<file path="src/hw/rtl/drld_pkg.sv">
// Shared types and constants for the NTFS data-run list decoder.
// No dependencies; used by every module in hw/rtl.
`timescale 1ns / 1ps

package drld_pkg;

   localparam int MAX_FIELD_BYTES = 8;

   localparam logic [7:0] NIBBLE_MASK = 8'h0F;
   localparam logic [7:0] SIGN_MASK   = 8'h80;
   localparam logic [7:0] BYTE_MASK   = 8'hFF;

   typedef enum logic [1:0] {
      PH_HEADER = 2'd0,
      PH_LENGTH = 2'd1,
      PH_OFFSET = 2'd2,
      PH_CLOSED = 2'd3
   } phase_type;

   typedef enum logic [1:0] {
      ST_RUN        = 2'd0,
      ST_TERMINATOR = 2'd1,
      ST_TRUNCATED  = 2'd2,
      ST_MALFORMED  = 2'd3
   } status_type;

   typedef struct packed {
      logic       valid;
      logic [7:0] list_byte;
      logic       list_start;
      logic       list_end;
   } beat_type;

   typedef struct packed {
      status_type  status;
      logic [63:0] run_clusters;
      logic [63:0] start_cluster;
      logic        sparse;
      logic        last;
   } result_type;

endpackage

</file>
<file path="src/hw/rtl/data_run_list_decoder_top.sv">
// Top level of the NTFS data-run list decoder: input register plus decode core.
// Depends on drld_pkg, drld_in_reg and drld_core.
//
//   channel | dir | beat contents (lowest bit first)
//   req_    | in  | tdata: list_byte[7:0]; tuser: list_start; tlast: list_end
//   rsp_    | out | tdata: run_clusters[63:0], start_cluster[127:64];
//           |     | tuser: status[1:0], sparse[2]; tlast: last
//
// One byte beat is taken per cycle while rsp_ does not stall; a result passes the byte
// register and then the result register, which holds it until rsp_tready takes it.
// The single decode stage between the input and result registers sets the clock
// period: its longest path is the 64-bit add on the last offset byte of a run.
// Synchronous active-high reset empties both registers and returns to header.
// A stalled rsp_ stage holds the byte register and in turn req_tready.
`timescale 1ns / 1ps

module data_run_list_decoder_top #(
   parameter int MAX_FIELD_BYTES = drld_pkg::MAX_FIELD_BYTES
) (
   input  logic         clock,
   input  logic         reset,
   input  logic         req_tvalid,
   output logic         req_tready,
   input  logic [7:0]   req_tdata,   // [7:0] list_byte
   input  logic         req_tuser,   // [0] list_start
   input  logic         req_tlast,
   output logic         rsp_tvalid,
   input  logic         rsp_tready,
   output logic [127:0] rsp_tdata,   // [63:0] run_clusters, [127:64] start_cluster
   output logic [2:0]   rsp_tuser,   // [1:0] status, [2] sparse
   output logic         rsp_tlast
);

   drld_pkg::beat_type   beat;
   drld_pkg::result_type rsp;
   logic                 take;

   drld_in_reg u_in_reg (
      .clock      (clock),
      .reset      (reset),
      .req_tvalid (req_tvalid),
      .req_tready (req_tready),
      .req_tdata  (req_tdata),
      .req_tuser  (req_tuser),
      .req_tlast  (req_tlast),
      .take       (take),
      .beat       (beat)
   );

   drld_core #(
      .MAX_FIELD_BYTES (MAX_FIELD_BYTES)
   ) u_core (
      .clock     (clock),
      .reset     (reset),
      .beat      (beat),
      .take      (take),
      .rsp_valid (rsp_tvalid),
      .rsp_ready (rsp_tready),
      .rsp       (rsp)
   );

   assign rsp_tdata = {rsp.start_cluster, rsp.run_clusters};
   assign rsp_tuser = {rsp.sparse, rsp.status};
   assign rsp_tlast = rsp.last;

endmodule

</file>
<file path="src/hw/rtl/drld_in_reg.sv">
// Input register for the run-list decoder: holds one accepted byte beat.
// Depends on drld_pkg.
`timescale 1ns / 1ps

module drld_in_reg (
   input  logic               clock,
   input  logic               reset,
   input  logic               req_tvalid,
   output logic               req_tready,
   input  logic [7:0]         req_tdata,
   input  logic               req_tuser,
   input  logic               req_tlast,
   input  logic               take,
   output drld_pkg::beat_type beat
);

   logic       valid_ff;
   logic       valid_in;
   logic [7:0] byte_ff;
   logic       start_ff;
   logic       end_ff;
   logic       accept;

   assign req_tready = !valid_ff || take;
   assign accept     = req_tvalid && req_tready;

   always_comb begin
      if (accept) begin
         valid_in = 1'b1;
      end else if (take) begin
         valid_in = 1'b0;
      end else begin
         valid_in = valid_ff;
      end
   end

   always_ff @(posedge clock) begin
      if (reset) begin
         valid_ff <= 1'b0;
      end else begin
         valid_ff <= valid_in;
      end
   end

   always_ff @(posedge clock) begin
      if (accept) begin
         byte_ff  <= req_tdata;
         start_ff <= req_tuser;
         end_ff   <= req_tlast;
      end
   end

   assign beat.valid      = valid_ff;
   assign beat.list_byte  = byte_ff;
   assign beat.list_start = start_ff;
   assign beat.list_end   = end_ff;

endmodule

</file>
<file path="src/hw/rtl/drld_core.sv">
// Run-list decode state, per-byte update logic and the result register.
// Depends on drld_pkg.
`timescale 1ns / 1ps

module drld_core #(
   parameter int MAX_FIELD_BYTES = drld_pkg::MAX_FIELD_BYTES
) (
   input  logic                 clock,
   input  logic                 reset,
   input  drld_pkg::beat_type   beat,
   output logic                 take,
   output logic                 rsp_valid,
   input  logic                 rsp_ready,
   output drld_pkg::result_type rsp
);

   drld_pkg::phase_type  phase_ff, phase_in;
   logic [3:0]           lleft_ff, lleft_in;
   logic [3:0]           oleft_ff, oleft_in;
   logic [2:0]           pos_ff, pos_in;
   logic [63:0]          cnt_ff, cnt_in;
   logic [63:0]          off_ff, off_in;
   logic [63:0]          run_ff, run_in;
   logic                 present_ff, present_in;
   logic                 out_valid_ff;
   drld_pkg::result_type rsp_ff;

   drld_pkg::result_type res;
   logic                 emit;
   logic [3:0]           lsz;
   logic [3:0]           osz;
   logic [63:0]          byte_shifted;
   logic [63:0]          sign_fill;
   logic [63:0]          off_full;
   logic [63:0]          run_sum;
   logic [7:0]           b;

   assign take = beat.valid && (!out_valid_ff || rsp_ready);
   assign b    = beat.list_byte;
   assign lsz  = 4'(b & drld_pkg::NIBBLE_MASK);
   assign osz  = 4'((b >> 4) & drld_pkg::NIBBLE_MASK);

   always_comb begin
      phase_in   = phase_ff;
      lleft_in   = lleft_ff;
      oleft_in   = oleft_ff;
      pos_in     = pos_ff;
      cnt_in     = cnt_ff;
      off_in     = off_ff;
      run_in     = run_ff;
      present_in = present_ff;
      emit       = 1'b0;
      res        = '0;

      // restart drops any partial run and the running cluster
      if (beat.list_start) begin
         phase_in   = drld_pkg::PH_HEADER;
         lleft_in   = 4'd0;
         oleft_in   = 4'd0;
         pos_in     = 3'd0;
         cnt_in     = 64'd0;
         off_in     = 64'd0;
         run_in     = 64'd0;
         present_in = 1'b0;
      end

      byte_shifted = {56'd0, b} << {pos_in, 3'b000};
      sign_fill    = {64{1'b1}} << {({1'b0, pos_in} + 4'd1), 3'b000};
      off_full     = off_in | byte_shifted;
      if (((b & drld_pkg::SIGN_MASK) != 8'd0) && (pos_in != 3'd7)) begin
         off_full = off_full | sign_fill;
      end
      run_sum = run_in + off_full;

      unique case (phase_in)
         drld_pkg::PH_HEADER: begin
            if (b == 8'd0) begin
               emit       = 1'b1;
               res.status = drld_pkg::ST_TERMINATOR;
               res.last   = 1'b1;
               phase_in   = drld_pkg::PH_CLOSED;
            end else if ((32'(lsz) > MAX_FIELD_BYTES) ||
                         (32'(osz) > MAX_FIELD_BYTES)) begin
               emit       = 1'b1;
               res.status = drld_pkg::ST_MALFORMED;
               res.last   = 1'b1;
               phase_in   = drld_pkg::PH_CLOSED;
            end else if (beat.list_end) begin
               emit       = 1'b1;
               res.status = drld_pkg::ST_TRUNCATED;
               res.last   = 1'b1;
               phase_in   = drld_pkg::PH_CLOSED;
            end else begin
               lleft_in   = lsz;
               oleft_in   = osz;
               pos_in     = 3'd0;
               cnt_in     = 64'd0;
               off_in     = 64'd0;
               present_in = (osz != 4'd0);
               phase_in   = (lsz != 4'd0) ? drld_pkg::PH_LENGTH : drld_pkg::PH_OFFSET;
            end
         end
         drld_pkg::PH_LENGTH: begin
            cnt_in   = cnt_in | byte_shifted;
            lleft_in = lleft_in - 4'd1;
            pos_in   = pos_in + 3'd1;
            if (lleft_in == 4'd0 && oleft_in == 4'd0) begin
               // run without an offset field: sparse
               emit              = 1'b1;
               res.status        = drld_pkg::ST_RUN;
               res.run_clusters  = cnt_in;
               res.start_cluster = {64{1'b1}};
               res.sparse        = 1'b1;
               res.last          = beat.list_end;
               phase_in   = beat.list_end ? drld_pkg::PH_CLOSED : drld_pkg::PH_HEADER;
               pos_in     = 3'd0;
               cnt_in     = 64'd0;
               off_in     = 64'd0;
               present_in = 1'b0;
            end else begin
               if (lleft_in == 4'd0) begin
                  pos_in   = 3'd0;
                  phase_in = drld_pkg::PH_OFFSET;
               end
               if (beat.list_end) begin
                  emit       = 1'b1;
                  res.status = drld_pkg::ST_TRUNCATED;
                  res.last   = 1'b1;
                  phase_in   = drld_pkg::PH_CLOSED;
                  lleft_in   = 4'd0;
                  oleft_in   = 4'd0;
                  pos_in     = 3'd0;
                  cnt_in     = 64'd0;
                  present_in = 1'b0;
               end
            end
         end
         drld_pkg::PH_OFFSET: begin
            oleft_in = oleft_in - 4'd1;
            if (oleft_in == 4'd0) begin
               emit             = 1'b1;
               res.status       = drld_pkg::ST_RUN;
               res.run_clusters = cnt_in;
               res.last         = beat.list_end;
               if (present_in) begin
                  run_in            = run_sum;
                  res.start_cluster = run_sum;
               end else begin
                  res.start_cluster = {64{1'b1}};
                  res.sparse        = 1'b1;
               end
               phase_in   = beat.list_end ? drld_pkg::PH_CLOSED : drld_pkg::PH_HEADER;
               lleft_in   = 4'd0;
               pos_in     = 3'd0;
               cnt_in     = 64'd0;
               off_in     = 64'd0;
               present_in = 1'b0;
            end else begin
               off_in = off_in | byte_shifted;
               pos_in = pos_in + 3'd1;
               if (beat.list_end) begin
                  emit       = 1'b1;
                  res.status = drld_pkg::ST_TRUNCATED;
                  res.last   = 1'b1;
                  phase_in   = drld_pkg::PH_CLOSED;
                  lleft_in   = 4'd0;
                  oleft_in   = 4'd0;
                  pos_in     = 3'd0;
                  cnt_in     = 64'd0;
                  off_in     = 64'd0;
                  present_in = 1'b0;
               end
            end
         end
         drld_pkg::PH_CLOSED: begin
            emit = 1'b0;
         end
         default: begin
            emit = 1'b0;
         end
      endcase
   end

   always_ff @(posedge clock) begin
      if (reset) begin
         phase_ff   <= drld_pkg::PH_HEADER;
         lleft_ff   <= 4'd0;
         oleft_ff   <= 4'd0;
         pos_ff     <= 3'd0;
         cnt_ff     <= 64'd0;
         off_ff     <= 64'd0;
         run_ff     <= 64'd0;
         present_ff <= 1'b0;
      end else if (take) begin
         phase_ff   <= phase_in;
         lleft_ff   <= lleft_in;
         oleft_ff   <= oleft_in;
         pos_ff     <= pos_in;
         cnt_ff     <= cnt_in;
         off_ff     <= off_in;
         run_ff     <= run_in;
         present_ff <= present_in;
      end
   end

   always_ff @(posedge clock) begin
      if (reset) begin
         out_valid_ff <= 1'b0;
      end else if (take) begin
         out_valid_ff <= emit;
      end else if (rsp_ready) begin
         out_valid_ff <= 1'b0;
      end
   end

   always_ff @(posedge clock) begin
      if (take && emit) begin
         rsp_ff <= res;
      end
   end

   assign rsp_valid = out_valid_ff;
   assign rsp       = rsp_ff;

endmodule

</file>
<file path="config.mk">
export PLATFORM = sky130hd
export DESIGN_NAME = data_run_list_decoder_top
export DESIGN_NICKNAME = d
export VERILOG_FILES = /design/src/hw/rtl/drld_pkg.sv /design/src/hw/rtl/data_run_list_decoder_top.sv /design/src/hw/rtl/drld_in_reg.sv /design/src/hw/rtl/drld_core.sv
export SDC_FILE = /design/constraint.sdc
export NUM_CORES = 1
export LEC_CHECK = 0
export BUFFER_PORTS_ARGS = -buffer_cell sky130_fd_sc_hd__buf_4
export CAP_MARGIN = 5
export CORE_UTILIZATION = 40
export CTS_BUF_LIST = sky130_fd_sc_hd__clkbuf_4
export DETAILED_ROUTE_END_ITERATION = 7
export SYNTH_ARGS = -nofsm -noshare
export SYNTH_HDL_FRONTEND = slang
export SYNTH_HIERARCHICAL = 1
export SYNTH_SLANG_ARGS = --single-unit
</file>
<file path="constraint.sdc">
create_clock -name clock -period 19.5 [get_ports clock]
set_input_delay 2.925 -clock clock [delete_from_list [all_inputs] [get_ports clock]]
set_output_delay 2.925 -clock clock [all_outputs]
set_load 0.02 [all_outputs]
</file>
Word level (Yosys, flattened, before mapping)
Index checks and enable logic that the tools add are counted.
{"block": "totals", "ff_bits": 350, "inputBits": 14, "out_inout_bits": 134, "romBits": 0, "latchBits": 0, "ramBits": 0, "n_memories": 0}
{"block": "op_classes", "n_reduce_logical": 19, "eq_ne": 4, "n_shift": 2, "order_cmp": 2, "div": 0, "muxes": 94, "multipliers": 0, "n_bitwise": 3, "addsub": 5}
{"operator": "64-bit two-way mux", "n": 21}
{"operator": "64-bit case mux with 3 select lines", "n": 2}
{"operator": "129-bit two-way mux", "n": 2}
{"operator": "129-bit case mux with 2 select lines", "n": 1}
{"operator": "64-bit bitwise OR", "n": 3}
{"operator": "64-bit adder", "n": 1}
{"operator": "4-bit two-way mux", "n": 16}
{"operator": "64-bit by 7-bit << shifter with 64-bit output (first input constant)", "n": 1}
{"operator": "8-bit by 6-bit << shifter with 64-bit output", "n": 1}
{"operator": "2-bit two-way mux", "n": 16}
{"operator": "3-bit two-way mux", "n": 9}
{"operator": "4-bit case mux with 3 select lines", "n": 2}
{"operator": "1-bit two-way mux", "n": 19}
{"operator": "4-bit zero test", "n": 3}
{"operator": "2-bit case mux with 3 select lines", "n": 2}
{"operator": "3-bit case mux with 3 select lines", "n": 1}
{"operator": "4-bit greater-than comparator (second input constant)", "n": 2}
{"operator": "8-bit zero test", "n": 1}
{"operator": "4-bit nonzero test", "n": 2}
{"operator": "4-bit by 1-bit subtractor with 4-bit output (second input constant)", "n": 2}
{"operator": "1-bit case mux with 3 select lines", "n": 2}
{"operator": "1-bit logical AND", "n": 5}
{"operator": "3-bit by 1-bit adder with 4-bit output (second input constant)", "n": 1}
{"operator": "2-bit == test (second input constant)", "n": 2}
{"operator": "8 further kinds", "n": 12}

Depth between registers and ports, before layout
{"block": "depth", "depth_word": 9, "ltp_mapped": 20}

Modules after synthesis
The synthesis kept the hierarchy.
{"module": "drld_core", "n_inst": 1, "area_per_inst_um2": 19098.3, "seq_area_each_um2": 8107.8, "cells_per_inst": 2236}
{"module": "drld_in_reg", "n_inst": 1, "area_per_inst_um2": 377.9, "seq_area_each_um2": 320.3, "cells_per_inst": 18}

Least setup slack after synthesis
Ideal clock, no wire load.
{"block": "synth_path", "kind": "input -> register", "start": "input port rsp_tready", "end": "register u_core.rsp_ff (netlist bit u_core/rsp[0]) (enable)", "setup_ps": 669, "n_path_buf": 1, "slack_ps": 9036, "stages": 4, "t_required_ps": 18831, "arrival_ps": 9795, "path_cell_list": "nand2b_1 nand2_1 clkbuf_1 a21oi_1"}
{"block": "synth_between", "elab_chain_len": 3}
{"item": "start: declaration", "line_no": "data_run_list_decoder_top.sv:28", "source": "input logic rsp_tready,"}
{"item": "1-bit logical OR", "line_no": "drld_core.sv:38", "source": "assign take = beat.valid && (!out_valid_ff || rsp_ready);"}
{"item": "1-bit logical AND", "line_no": "drld_core.sv:38"}
{"item": "1-bit logical AND", "line_no": "drld_core.sv:217", "source": "if (take && emit) begin"}
{"item": "end signal: assignment", "line_no": "drld_core.sv:218", "source": "rsp_ff <= res;"}
{"item": "end: declaration", "line_no": "drld_core.sv:26", "source": "drld_pkg::result_type rsp_ff;"}
No other way between the ends.
A chain may end at the register's enable or synchronous reset.

Worst setup path after layout
{"block": "layout_path", "start": "input port rsp_tready", "end": "output port req_tready"}
{"block": "layout_between", "elab_chain_len": 3}
{"item": "1-bit logical OR", "line_no": "drld_core.sv:38"}
{"item": "1-bit logical AND", "line_no": "drld_core.sv:38"}
{"item": "net take", "line_no": "data_run_list_decoder_top.sv:36", "source": "logic take;"}
{"item": "1-bit logical OR", "line_no": "drld_in_reg.sv:24", "source": "assign req_tready = !valid_ff || take;"}
{"item": "end: declaration", "line_no": "data_run_list_decoder_top.sv:23", "source": "output logic req_tready,"}
The timed path passes the listed nets, and every way through them passes these cells.

==> metrics.txt <==
status=finished, final reports clean; share of the synthesized area in the top cell type=0.219; initial antenna violation count=1; full die area=about 50,000 um2; die width=~220 um; Skew-Pair Late Insertion Delay=roughly 0.88 ns; Initial Utilization=0.407; period utilisation layout=0.383; hold_sp=u_core/run_ff[58]$_SDFFE_PP0P_; # fillers=between 4,000 and 5,000; sequential-to-total area share from yosys stat=0.433; cell internal pwr=approximately 0.0012 W; largest family of logic cells by synthesized area=compound AO/OA/AOI/OAI gates; Peak Freq=between 100 and 150 MHz; CP top delay family=buffers and inverters; Compound-Gate Fraction of Synth Area=0.256; 1st-iter DRT viols=1,452; endpoints failing setup=0; setup bufs post-CTS=0; critical path class=in2out; sequential fraction of design power=0.475; CP max FO=25; post-route ant nets=0; synth warn=6; crit-path cells=buf_4, nand2b_1, nand2_1, buf_4, inv_1, nand2b_4, buf_4; Switch Pwr=around 0.00047 W; max_cap viols=0; top_reg_cell synth=dfxtp_1; mux contribution to synthesized area=0.00308; post-synthesis register bit count=350; Post-synth EDFFs=roughly 140; IO Pins=about 150; Sw Ratio=0.280; Setup TNS=0 ns; WHS=between 0.4 and 0.5 ns; clock buffer count from CTS=93; Global Route Usage Sum=0.257; layout cells sized above 1=0.149; Net Count, Synth=about 2,300; vias in the first global route=between 15,000 and 20,000; post-cts sizing count=0; wire per inst=roughly 21 um; critical path endpoint category=output port; DP Area=between 20,000 and 25,000 um2; crit path buf inv count=4; critical path data required time=16.57 ns; RSZ-0062 raised after global routing=no; HP Class=reg2reg; final net count=around 2,400; Mapped Cells=2,254; TritonCTS Sinks=350; Power Density=between 70 and 80 nW/um2; Layout area overhead=13.8%; final wirelength=about 65 mm; crit path DAT=between 4 and 5 ns; H-tree depth=3; largest net degree at the start of global routing=just over 100; crit start category=input port; Synth Area per Inst=just under 9 um2; Period minus WS final=roughly 7.5 ns; fin util=0.463; Final Instance Area=between 20,000 and 25,000 um2; ys async rst share=0; Chip Height=around 220 um; XOR/XNOR share of the synthesized area=0.0220; CTS max path bufs=3; Static Leakage=between 8 and 9 nW; VDD IR max=around 0.000043 V; Final Hold Viols=0; Worst Max-Slew Pin Slew=between 1 and 1.5 ns; Total Power=between 0.0015 and 0.002 W; gpl congestion=approximately 0.93; cell mode on critical path=buf_4; Synth Area in Simple Gates=0.192; detailed-route vias per instance=5.85; Worst path slowest cell=inv_1; Remaining Overflow, GRT=0; number of cell rows=80; TritonCTS clock tree=built; via count=roughly 18,000; drt pass-1 iters=5; Post-CTS Hold Buffers=0; port bufs=approximately 150; clock-pin slew on the worst setup and hold paths=0.06 ns; clock network fraction of total power=0.411; Area contributors post-synth=edfxtp_1 22%, dfxtp_1 21%, a22oi_1 8.3%; Post-Synth Adder-Cell Area=0.0473; Slew headroom=0.202; DP HPWL=approximately 45 mm; core area=between 40,000 and 50,000 um2; dominant cell type by area after synthesis=edfxtp_1; CP Launch Point=rsp_tready; Slew Limit Fails=0; worst r2r src=u_in_reg/start_ff$_DFFE_PP_; clk root buf=clkbuf_4; first-pass GRT wire length=between 90 and 100 mm; combinational power share=0.114; Syn Std Cell Area=19,500 um2; max incr delay on CP=0.39 ns; Yosys cell types=75; Final Skew=around 0.078 ns; DRC=0
==> worst paths after layout <==
path / end / slack (ns) / depth (start not counted)
worst max-delay path: req_tready / 12.03 / 7
worst min-delay path: u_core/run_ff[58]$_SDFFE_PP0P_ / 0.45 / 2
worst min register to register: u_core/run_ff[58]$_SDFFE_PP0P_ / 0.45 / 2
worst max register to register: u_core/rsp[60]$_DFFE_PP_ / 13.65 / 16
==> layer usage <==
layer	routed length [um]	share of wire	up-vias	global-route usage
met5	0	0	-	0
li1	-	-	8458	-
met1	28700	0.44	8533	0.333
met4	2070	0.032	0	0.114
met2	30400	0.47	647	0.420
met3	3930	0.060	97	0.0451
==> layout by cell type (no fill, tap or decap), types with 8 or more instances in the layout <==
master / netlist / final
ha_1: 72 / 71
or3_1: 19 / 19
xor2_1: 23 / 23
inv_1: 58 / 58
o211ai_1: 8 / 8
nor4_1: 14 / 13
nand2_1: 182 / 181
clkbuf_4: 0 / 149
nand2b_1: 12 / 12
a211oi_1: 13 / 13
clkinv_1: 0 / 11
o221ai_1: 25 / 25
nor3_1: 23 / 22
nor2b_1: 140 / 139
and2_1: 14 / 14
a221o_1: 14 / 14
buf_4: 3 / 171
o21ai_0: 139 / 139
a21o_1: 44 / 44
and3_1: 16 / 16
a31oi_1: 13 / 13
nor2_1: 300 / 297
o31ai_1: 11 / 11
xnor2_1: 26 / 26
a21oi_1: 161 / 160
nand4_1: 23 / 23
o21bai_1: 11 / 11
dfxtp_1: 208 / 208
a21boi_0: 24 / 24
a22oi_1: 216 / 216
nand3_1: 25 / 25
a211o_1: 9 / 9
edfxtp_1: 142 / 142
==> sequential cells by signal, indices dropped and copies added, names as in the netlist, 2 cells and up <==
name	cells
u_core/cnt_ff	64
u_core/lleft_ff	4
u_core/off_ff	64
u_core/oleft_ff	4
u_core/phase_ff	2
u_core/pos_ff	3
u_core/rsp	132
u_core/run_ff	64
u_in_reg/byte_ff	8
==> power groups by stage <==
| stage | sequential, W | clock [W] | combinational, W |
|---|---|---|---|
| after floorplan | 0.000833 | 0 | 0.0000949 |
| after global placement | 0.000808 | 0 | 0.000189 |
| after detailed placement | 0.000809 | 0 | 0.000190 |
| after CTS | 0.000793 | 0.000707 | 0.000191 |
| after global routing | 0.000794 | 0.000744 | 0.000202 |
| final | 0.000792 | 0.000685 | 0.000190 |
==> area by class of cell <==
class / count / area [um2] / area share
Antenna cell: 2 / 5.00 / 0.000226
Clock buffer: 149 / 1120 / 0.0505
Clock inverter: 20 / 129 / 0.00581
Inverter: 58 / 218 / 0.00982
Multi-Input combinational cell: 1669 / 10200 / 0.461
Sequential cell: 350 / 8430 / 0.380
Tap cell: 615 / 769 / 0.0347
Timing Repair Buffer: 171 / 1280 / 0.0579
==> worst reg2reg max path, delay by kind of cell (launching register included) <==
| kind | cells | cell delay, ns |
|---|---|---|
| simple gates | 7 | 2.15 |
| compound gates | 6 | 1.99 |
| buf+inv | 2 | 0.57 |
| flops | 1 | 0.43 |
| fa+ha+maj | 1 | 0.39 |
==> cells by family (layout without fill, tap and decap cells) <==
| family | Yosys count | in the layout |
|---|---|---|
| and+or+nand+nor | 792 | 792 |
| muxes | 6 | 6 |
| AOI/OAI and AO/OA | 749 | 749 |
| other | 0 | 2 |
| buffers and inverters | 235 | 398 |
| DFF | 350 | 350 |
| adders and majority gates | 73 | 73 |
| xor gates and xnor gates | 49 | 49 |
==> cells in the mapped netlist (6+ instances only) <==
cell	number
nor2_1	300
a22oi_1	216
dfxtp_1	208
nand2_1	182
a21oi_1	161
clkbuf_1	153
edfxtp_1	142
nor2b_1	140
o21ai_0	139
ha_1	72
inv_1	58
a21o_1	44
xnor2_1	26
nand3_1	25
o221ai_1	25
a21boi_0	24
nand4_1	23
nor3_1	23
xor2_1	23
or3_1	19
and3_1	16
a221o_1	14
and2_1	14
nor4_1	14
a211oi_1	13
a31oi_1	13
nand2b_1	12
buf_2	11
o21bai_1	11
o31ai_1	11
a211o_1	9
buf_1	9
o211ai_1	8
o21a_1	7
mux2i_1	6
o21ai_1	6
o22ai_1	6
==> through the flow <==
step                      setup slack, ns  std cells
after detailed placement            12.07       2863
after global routing                11.97       3033
after global placement              12.08       2863
after floorplan                      9.04       2254
final                               12.03       3034
after CTS                           12.06       3032
Power figures use the tool's default switching activity.
